--- src/sv/bfsp_ram.sv ---
`timescale 1ns / 1ps

module bfsp_ram #(
  parameter int unsigned WIDTH = 8,
  parameter int unsigned DEPTH = 16,
  parameter int unsigned AW    = (DEPTH > 1) ? $clog2(DEPTH) : 1
) (
  input  logic             clk_i,
  input  logic             we_i,
  input  logic [AW-1:0]    waddr_i,
  input  logic [WIDTH-1:0] wdata_i,
  input  logic             re_i,
  input  logic [AW-1:0]    raddr_i,
  output logic [WIDTH-1:0] rdata_o
);

  logic [WIDTH-1:0] mem_q [DEPTH];
  logic [WIDTH-1:0] rdata_q;

  always_ff @(posedge clk_i) begin
    if (we_i) begin
      mem_q[waddr_i] <= wdata_i;
    end
    if (re_i) begin
      rdata_q <= mem_q[raddr_i];
    end
  end

  assign rdata_o = rdata_q;

endmodule

--- config.mk ---
export PLATFORM = sky130hd
export DESIGN_NAME = bfsp_ram
export DESIGN_NICKNAME = d
export VERILOG_FILES = /design/src/sv/bfsp_ram.sv
export SDC_FILE = /design/constraint.sdc
export NUM_CORES = 1
export LEC_CHECK = 0
export ABC_CLOCK_PERIOD_IN_PS = 2550
export BUFFER_PORTS_ARGS = -buffer_cell sky130_fd_sc_hd__buf_2
export CORE_MARGIN = 2
export CORE_UTILIZATION = 50
export DETAILED_ROUTE_END_ITERATION = 6
export PLACE_DENSITY = 0.68
export SYNTH_ARGS = -nofsm -noshare
export SYNTH_HDL_FRONTEND = slang
export SYNTH_SLANG_ARGS = --single-unit
export TNS_END_PERCENT = 1
--- constraint.sdc ---
create_clock -name clk_i -period 2.55 [get_ports clk_i]
set_input_delay 0.1275 -clock clk_i [delete_from_list [all_inputs] [get_ports clk_i]]
set_output_delay 0.1275 -clock clk_i [all_outputs]
set_load 0.01 [all_outputs]
After elaboration in Yosys (flattened, before gate mapping). Memory sizes are Yosys's and may differ from the RTL's. A register that Yosys moved wholly into a read port is not among the register bits. Index checks and enable logic that the tools add are counted.

Mux-type cells: 2.

Operators with widths (number): 2-to-1 mux 1 bit (2).

Bits in registers: 0. RAM bits: 128. Bits of input ports: 19. Output and inout bits: 8. Word-level logic and storage cells: 3. Memories: 1.

Memories: mem_q (depth 16, bits a word 8, rd ports 1, clocked after memory_dff 1, write ports 1, RTL line 17) `logic [WIDTH-1:0] mem_q [DEPTH];`.

Depth between registers and ports, before layout. Gate-level depths: netlist (run 1).

Depth after elaboration: 2. Gate-level depth with buffers: 5. Mapped depth without buffers: 3.

Worst setup path after synthesis (run 1). OpenSTA, ideal clock, no wires.

Kind: in2reg. Start: in waddr_i[2]. End: mem mem_q[0][0] (enable). Setup time: 0.383 ns. Arrival time: 1.237 ns. Data required time: 2.167 ns. Slack: 0.930 ns. Stages: 2. Buffers on the path: 0. Cell sequence: or3b_2 -> nor3_1.

RTL lines: start, declared (RTL line 10) `input logic [AW-1:0] waddr_i,`; end, declared (RTL line 17).

No word-level cell before the write port.

==> reports/metrics.cfg, run 1 <==
[outcome]
outcome = complete, no violations

[critical_path]
critPathMaxStageDelay_ns = 0.52
ff2ff_path_depth = 3
cp.required_ns = 2.81
worstSetupPathType = register to register
critPathBufInv = 0
worstPathMaxFanout = 1
worstSetupEndpointType = register
r2r_slack_ns = 1.05
cp-start-kind = register
crit_family = multiplexers
path_cells = mux4_1 > a22oi_1 > nand2_1
reg2reg_from = mem_q[1][2]
slowest_stage = mux4_1
regToRegEndpoint = rdata_o[2]
cp.arrival_ns = 1.76

[hold_path]
hold-path-cell-count = 3
hold_class = input pin to register
min_to = mem_q[2][6]
min_from = waddr_i[3]

[synthesis]
synth_area_per_cell_um2 = 22.8
synth_area_leader_cell = edfxtp_1
yosys-top-cells-count = edfxtp_1, mux4_2, a22oi_1, mux4_1, nor2_1
yosysMostFrequentCell = edfxtp_1
synth_nets = 248
synth.ff_latch_count = 136
yosysUniqueCellTypes = 18
syn-cell-area_um2 = 5230
synth_edf_count = 136
synth_warnings = 0
yosys-top-cells-area = edfxtp_1, mux4_2, mux4_1, a22oi_1, nor2_1
ys_async_sr_fraction = 0
syn_inst = 229
synth_ff_type = edfxtp_1
yosysSeqAreaShare = 0.781
synth.top_cell.area_share = 0.781

[cts]
cts_made_buffers = 17
cts_buffer_depth = 2
clk_latency_ns = 0.51
cts_setup_buffers = 0
clockRootBuffer = clkbuf_8
cts_sinks = 136
cts_tree = done
clkTransAtPathRegs_ns = 0.05
cts_max_level = 4

[drt]
vias = 2442
wl_per_cell_um = 22.5
wl_um = 9790
drc = 0
dr.pass1.iters = 7
drt_iter0_drc = 142
ant_nets = 0
vias_per_cell = 5.60

[floorplanning]
start_util = 0.511
io_pins = 27
num_rows = 37
die_x_um = 106
core_area_um2 = 10200
die_area_um2 = 11300
die_y_um = 106

[layout]
multiInputGateArea_um2 = 1060
seqCellArea_um2 = 4080
n_fill_cell = 730
drive_gt1_frac = 0.280
stdcell_area_um2 = 6140
final_util = 0.600
syn_to_final_growth_pct = 17.4
num-nets-final = 310
diodes = 0

[global_route]
antenna_found_initial = 0
grt_max_degree = 33
grt_usage = 0.194
grt_overflow = 0
grt_pass1_wl_um = 15100
first_global_vias = 2569

[pwr]
pwr-share-comb = 0.050
total_power_mw = 4.70
p_int_mw = 3.77
switchingPower_mw = 0.932
power_density_nw_per_um2 = 765
p_sw_frac = 0.198
p_seq_frac = 0.539
ir_worst_vdd_mv = 0.549
leakagePower_nw = 2.08
clockPowerShare = 0.410

[place]
gp_congestion = 0.731
port_buffers = 26
dp_hpwl_um = 6100
dpl_cell_area_um2 = 5590

[sta]
final.setup.tns_ns = 0
period_needed_ns = 1.50
skew_ns = 0.00395
max_freq_mhz = 667
slew_violations = 0
tightest_slew_ns = 0.762
rsz0062_at_grt = no
finalSetupViolations = 0
relSlewSlack = 0.490
hold_viol_final = 0
hold_ws_ns = 0.176
finalCritPeriodShare = 0.588

[job]
drv_cap = 0

per-layer routing:
layer / routed length (um) / global-route usage / vias to the layer above
li1: - / - / 1106
met1: 4080 / 0.259 / 1241
met2: 4990 / 0.305 / 81
met3: 520 / 0.0441 / 14
met4: 203 / 0.0949 / 0
met5: 0 / 0 / -
layout by cell type (no fill, tap or decap):
| cell | instances |
|---|---|
| edfxtp_1 | 136 |
| nor2b_1 | 1 |
| nor3_1 | 4 |
| nand2_1 | 9 |
| buf_4 | 17 |
| and2b_1 | 1 |
| clkbuf_16 | 16 |
| nor2_1 | 13 |
| and2_1 | 1 |
| clkbuf_1 | 2 |
| buf_12 | 1 |
| a22oi_1 | 16 |
| clkinv_1 | 5 |
| nand3_1 | 1 |
| or3b_2 | 1 |
| buf_2 | 26 |
| dlygate4sd3_1 | 9 |
| nand2b_1 | 2 |
| mux4_1 | 14 |
| clkbuf_8 | 1 |
| clkinv_2 | 4 |
| nand3b_1 | 2 |
| mux4_2 | 18 |
power by group through the flow:
stage	logic, mW	registers, mW	clock network, mW
2_1_floorplan	0.127	2.58	0
3_3_place_gp	0.226	2.58	0
3_5_place_dp	0.231	2.58	0
4_1_cts	0.242	2.53	1.97
5_1_grt	0.261	2.54	2.05
6_report	0.237	2.53	1.93
final cells by class:
| class | count | share of cell area |
|---|---|---|
| repair buffers | 53 | 0.0599 |
| clock inverters | 9 | 0.00632 |
| multi-input cells | 83 | 0.172 |
| clock buffers | 19 | 0.0687 |
| well taps | 136 | 0.0277 |
| flip-flops and latches | 136 | 0.665 |
sequential cells by signal (all words and copies together) (netlist names):
register	cells
rdata_o	8
mem_q	128
repair_timing:
action	4_1_cts	5_1_grt
hold buffers	9	0
endpoints found under the hold margin	132	0
gates resized for setup	0	0
stage by stage:
step,cells,worst slack [ns]
5_1_grt,436,0.979
3_3_place_gp,399,0.792
4_1_cts,436,1.03
3_5_place_dp,399,0.784
2_1_floorplan,229,0.930
6_report,436,1.05
how the worst max path moves through the flow:
stage                startpoint           to  slack (ns)  cells past startpoint
floorplan            waddr_i[2]  mem_q[0][0]        0.93                      2
global placement     raddr_i[1]   rdata_o[2]        0.79                      5
detailed placement   raddr_i[1]   rdata_o[2]        0.78                      5
CTS                 mem_q[1][2]   rdata_o[2]        1.03                      3
global route        mem_q[1][2]   rdata_o[2]        0.98                      3
finish              mem_q[1][2]   rdata_o[2]        1.05                      3
cells by family after synthesis:
family	after synthesis	synth area share
buffers and inverters	10	0.0165
AND/OR/NAND/NOR	35	0.0314
multiplexers	32	0.148
flip-flops	136	0.781
AO/OA/AOI/OAI	16	0.0230
worst register-to-register path, stage by stage, from the launching register on:
cell and delay (ns):
edfxtp_1 0.36, mux4_1 0.52, a22oi_1 0.28, nand2_1 0.09
(Power assumes the default switching activity.)
==> run 2, diff against run 1 <==
--- a/config.mk
+++ b/config.mk
@@ -5,12 +5,12 @@
 export SDC_FILE = /design/constraint.sdc
 export NUM_CORES = 1
 export LEC_CHECK = 0
-export ABC_CLOCK_PERIOD_IN_PS = 2550
+export ABC_CLOCK_PERIOD_IN_PS = 1260
 export BUFFER_PORTS_ARGS = -buffer_cell sky130_fd_sc_hd__buf_2
 export CORE_MARGIN = 2
 export CORE_UTILIZATION = 50
 export DETAILED_ROUTE_END_ITERATION = 6
-export PLACE_DENSITY = 0.68
+export PLACE_DENSITY = 0.71
 export SYNTH_ARGS = -nofsm -noshare
 export SYNTH_HDL_FRONTEND = slang
 export SYNTH_SLANG_ARGS = --single-unit
==> constraint.sdc (replaced) <==
create_clock -name clk_i -period 1.26 [get_ports clk_i]
set_input_delay 0.063 -clock clk_i [delete_from_list [all_inputs] [get_ports clk_i]]
set_output_delay 0.063 -clock clk_i [all_outputs]
set_load 0.01 [all_outputs]
==> reports/metrics.cfg, run 2 (same netlist as run 1, synthesis figures left out) <==
[cts]
cts_made_buffers = 17
cts_tree = done
clkTransAtPathRegs_ns = 0.06
cts_buffer_depth = 2
cts_setup_buffers = 0
cts_max_level = 4
clk_latency_ns = 0.51
clockRootBuffer = clkbuf_8
cts_sinks = 136

[drt]
ant_nets = 0
drt_iter0_drc = 188
wl_per_cell_um = 20.9
wl_um = 9350
drc = 0
vias_per_cell = 5.50
vias = 2464
dr.pass1.iters = 4

[critical_path]
r2r_slack_ns = -0.12
crit_end = rdata_o[1]
crit_family = multiplexers
critPathMaxStageDelay_ns = 0.48
slowest_stage = mux4_2
worstSetupPathType = register to register
ff2ff_path_depth = 3
regToRegEndpoint = rdata_o[1]
path_depth = 3
cp.required_ns = 1.52
crit_path_start = mem_q[3][1]
cp.arrival_ns = 1.64
reg2reg_from = mem_q[3][1]
path_cells = mux4_2 > a22oi_2 > nand2_1
cp-start-kind = register
critPathBufInv = 0
worstPathMaxFanout = 1
worstSetupEndpointType = register

[layout]
syn_to_final_growth_pct = 22.2
instances_no_fill = 448
diodes = 0
final_cell_mix = edfxtp_1, mux4_2, buf_2
n_fill_cell = 706
multiInputGateArea_um2 = 1070
drive_gt1_frac = 0.394
final_util = 0.625
final_common_cell = edfxtp_1
seqCellArea_um2 = 4080
top_register = mem_q
largest_reg_flops = 128
num-nets-final = 318
stdcell_area_um2 = 6390

[sta]
finalSetupViolations = 8
max_freq_mhz = 723
fin_ws_ns = -0.123
final.setup.tns_ns = -0.765
rsz0062_at_grt = yes
hold_viol_final = 0
period_needed_ns = 1.38
relSlewSlack = 0.393
hold_ws_ns = 0.120
slew_violations = 0
skew_ns = 0.00668
finalCritPeriodShare = 1.10
tightest_slew_ns = 0.909

[global_route]
grt_overflow = 0
grt_max_degree = 18
antenna_found_initial = 0
grt_usage = 0.185
first_global_vias = 2573
grt_pass1_wl_um = 14600

[place]
port_buffers = 26
gp_congestion = 0.725
dpl_cell_area_um2 = 5680
place_ws_ns = -0.379
dp.cells = 407
dp_hpwl_um = 6190

[floorplanning]
die_y_um = 106
num_rows = 37
die_area_um2 = 11300
die_x_um = 106
core_area_um2 = 10200
io_pins = 27
start_util = 0.511

[outcome]
violations = setup timing
outcome = complete, but fails checks

[hold_path]
hold_class = input pin to register

[pwr]
total_power_mw = 10.5
leakagePower_nw = 2.14
ir_worst_vdd_mv = 0.669
power_density_nw_per_um2 = 1640

[job]
drv_cap = 0

[run 2: area by class of cell]
class,count,area share
flip-flops and latches,136,0.639
multi-input cells,83,0.167
repair buffers,61,0.0748
clock buffers,17,0.0648
clock inverters,15,0.0278
well taps,136,0.0266
[run 2: worst min path at each step]
stage,startpoint,endpoint,slack (ns),cells past startpoint
after floorplan,wdata_i[0],mem_q[0][0],0.16,0
after detailed placement,re_i,rdata_o[7],0.45,1
final,waddr_i[1],mem_q[0][1],0.12,3
after CTS,waddr_i[1],mem_q[0][1],0.1,3
after global routing,waddr_i[0],mem_q[0][2],0.11,3
after global placement,wdata_i[1],mem_q[2][1],0.45,1
[run 2: what timing repair did]
action / 4_1_cts / 5_1_grt
endpoints found under the setup margin: 8 / 8
cloned: 0 / 0
hold endpoints to repair: 136 / 0
pin swaps: 4 / 0
gates resized for setup: 11 / 2
hold buffers: 9 / 0
[run 2: report_power, final]
group | total, mW | leakage [nW] | switching (mW) | internal (mW)
Sequential | 5.13 | 1.24 | 0.0304 | 5.10
Combinational | 0.534 | 0.627 | 0.278 | 0.256
Clock | 4.84 | 0.278 | 1.83 | 3.01
[run 2: worst reg2reg max path: stages, from the launching register on]
cell      delay [ns]
edfxtp_1        0.37
mux4_2          0.48
a22oi_2         0.19
nand2_1         0.08
[run 2: metal layers]
metal | vias up | share of wire | track usage | wire [um]
met4 | 0 | 0.012 | 0.0620 | 115
met3 | 12 | 0.053 | 0.0570 | 491
met2 | 72 | 0.50 | 0.295 | 4720
li1 | 1107 | - | - | -
met1 | 1273 | 0.43 | 0.245 | 4020
met5 | - | 0 | 0 | 0
==> run 3, diff against run 2 <==
--- a/config.mk
+++ b/config.mk
@@ -5,12 +5,13 @@
 export SDC_FILE = /design/constraint.sdc
 export NUM_CORES = 1
 export LEC_CHECK = 0
-export ABC_CLOCK_PERIOD_IN_PS = 1260
+export ABC_CLOCK_PERIOD_IN_PS = 1500
 export BUFFER_PORTS_ARGS = -buffer_cell sky130_fd_sc_hd__buf_2
 export CORE_MARGIN = 2
 export CORE_UTILIZATION = 50
 export DETAILED_ROUTE_END_ITERATION = 6
-export PLACE_DENSITY = 0.71
+export MAX_ROUTING_LAYER = met4
+export PLACE_DENSITY = 0.68
 export SYNTH_ARGS = -nofsm -noshare
 export SYNTH_HDL_FRONTEND = slang
 export SYNTH_SLANG_ARGS = --single-unit
==> constraint.sdc (replaced) <==
create_clock -name clk_i -period 1.5 [get_ports clk_i]
set_input_delay 0.075 -clock clk_i [delete_from_list [all_inputs] [get_ports clk_i]]
set_output_delay 0.075 -clock clk_i [all_outputs]
set_load 0.01 [all_outputs]
==> reports/metrics.cfg, run 3 (same netlist as run 1, synthesis figures left out) <==
[layout]
num-nets-final = 321
final_common_cell = edfxtp_1
instances_no_fill = 451
diodes = 0
drive_gt1_frac = 0.346
final_util = 0.626
syn_to_final_growth_pct = 22.6
top_register = mem_q
final_cell_mix = edfxtp_1, buf_2, buf_4
largest_reg_flops = 128

[sta]
period_needed_ns = 1.49
hold_ws_ns = 0.142
final.setup.tns_ns = 0
tightest_slew_ns = 0.824
relSlewSlack = 0.449
rsz0062_at_grt = yes
hold_viol_final = 0
finalCritPeriodShare = 0.996
skew_ns = 0.00674
slew_violations = 0
max_freq_mhz = 670
finalSetupViolations = 0

[cts]
cts_sinks = 136
cts_tree = done
cts_max_level = 4
cts_buffer_depth = 2
clockRootBuffer = clkbuf_8
clkTransAtPathRegs_ns = 0.06
clk_latency_ns = 0.52
cts_made_buffers = 17
cts_setup_buffers = 0

[drt]
vias = 2483
drt_iter0_drc = 182
dr.pass1.iters = 4
drc = 0
wl_per_cell_um = 21.4
wl_um = 9630
ant_nets = 0
vias_per_cell = 5.51

[pwr]
p_sw_frac = 0.195
p_int_mw = 7.15
leakagePower_nw = 2.20
clockPowerShare = 0.467
pwr-share-comb = 0.049
p_seq_frac = 0.484
switchingPower_mw = 1.74
ir_worst_vdd_mv = 0.745
power_density_nw_per_um2 = 1390

[critical_path]
critPathBufInv = 1
crit_family = multiplexers
worstSetupPathType = register to register
cp.required_ns = 1.76
critPathMaxStageDelay_ns = 0.47
slowest_stage = mux4_2
cp-start-kind = register
worstSetupEndpointType = register
path_cells = mux4_2 > a22oi_2 > buf_4 > nand2_2
cp.arrival_ns = 1.76
worstPathMaxFanout = 1

[place]
port_buffers = 26
gp_congestion = 0.748
dp_hpwl_um = 6200
dp.cells = 410

[outcome]
outcome = complete, no violations

[global_route]
antenna_found_initial = 0
grt_usage = 0.194
grt_pass1_wl_um = 14600
grt_overflow = 0
first_global_vias = 2452
grt_max_degree = 26

[job]
drv_cap = 0

[hold_path]
hold_class = input pin to register

[floorplanning]
die_x_um = 106
core_area_um2 = 10200
die_y_um = 106
start_util = 0.511
io_pins = 27
die_area_um2 = 11300
num_rows = 37

-- run 3: cell count changes in the layout (fill, tap and decap cells not counted), moves of 3 or more --
cell	delta
a22oi_1	+6
a22oi_2	-6
buf_4	+5
clkinv_2	+3
mux4_1	+11
mux4_2	-11
-- run 3: through the flow --
| step | power [mW] | setup WS (ns) | instance area (um2) |
|---|---|---|---|
| 2_1_floorplan | 4.60 | 0.143 | 5230 |
| 3_3_place_gp | 4.79 | -0.139 | 5700 |
| 3_5_place_dp | 4.80 | -0.138 | 5700 |
| 4_1_cts | 8.94 | 0.0163 | 6390 |
| 5_1_grt | 9.15 | -0.0232 | 6410 |
| 6_report | 8.89 | 0.00674 | 6410 |
-- run 3: worst paths after layout --
path	startpoint	end	slack, ns	cells past startpoint
worst max-delay path	mem_q[2][6]	rdata_o[6]	0.007	4
worst min-delay path	waddr_i[1]	mem_q[0][6]	0.14	3
worst max register to register	mem_q[2][6]	rdata_o[6]	0.007	4
worst min register to register	mem_q[14][1]	rdata_o[1]	0.74	3
-- run 3: final cells by class --
type                       instances  area (um2)
sequential                       136        4080
fill                             692        3820
multi-input combinational         83        1080
timing repair buffer              64         475
clock buffer                      17         414
clock inverter                    15         184
tap                              136         170
-- run 3: per-layer routing --
layer | GRT usage | wire (um) | up-vias
li1 | - | - | 1127
met1 | 0.264 | 4200 | 1253
met2 | 0.286 | 4700 | 99
met3 | 0.0625 | 663 | 4
met4 | 0.0592 | 66 | 0
met5 | - | 0 | -
-- run 3: worst reg2reg max path: stages (launching register included) --
cell and delay [ns]:
edfxtp_1 0.37, mux4_2 0.47, a22oi_2 0.21, buf_4 0.15
nand2_2 0.04
-- run 3: repair_timing --
item / 4_1_cts / 5_1_grt
resized for setup: 1 / 3
hold endpoints to repair: 136 / 0
hold buffers: 9 / 0
setup endpoints to repair: 1 / 5
-- run 3: power groups by stage --
| stage | Combinational [mW] | Clock (mW) | Sequential, mW |
|---|---|---|---|
| 6_report | 0.435 | 4.15 | 4.30 |
| 5_1_grt | 0.471 | 4.37 | 4.31 |
| 4_1_cts | 0.436 | 4.20 | 4.31 |
| 3_5_place_dp | 0.415 | 0 | 4.38 |
| 3_3_place_gp | 0.408 | 0 | 4.38 |
| 2_1_floorplan | 0.216 | 0 | 4.39 |
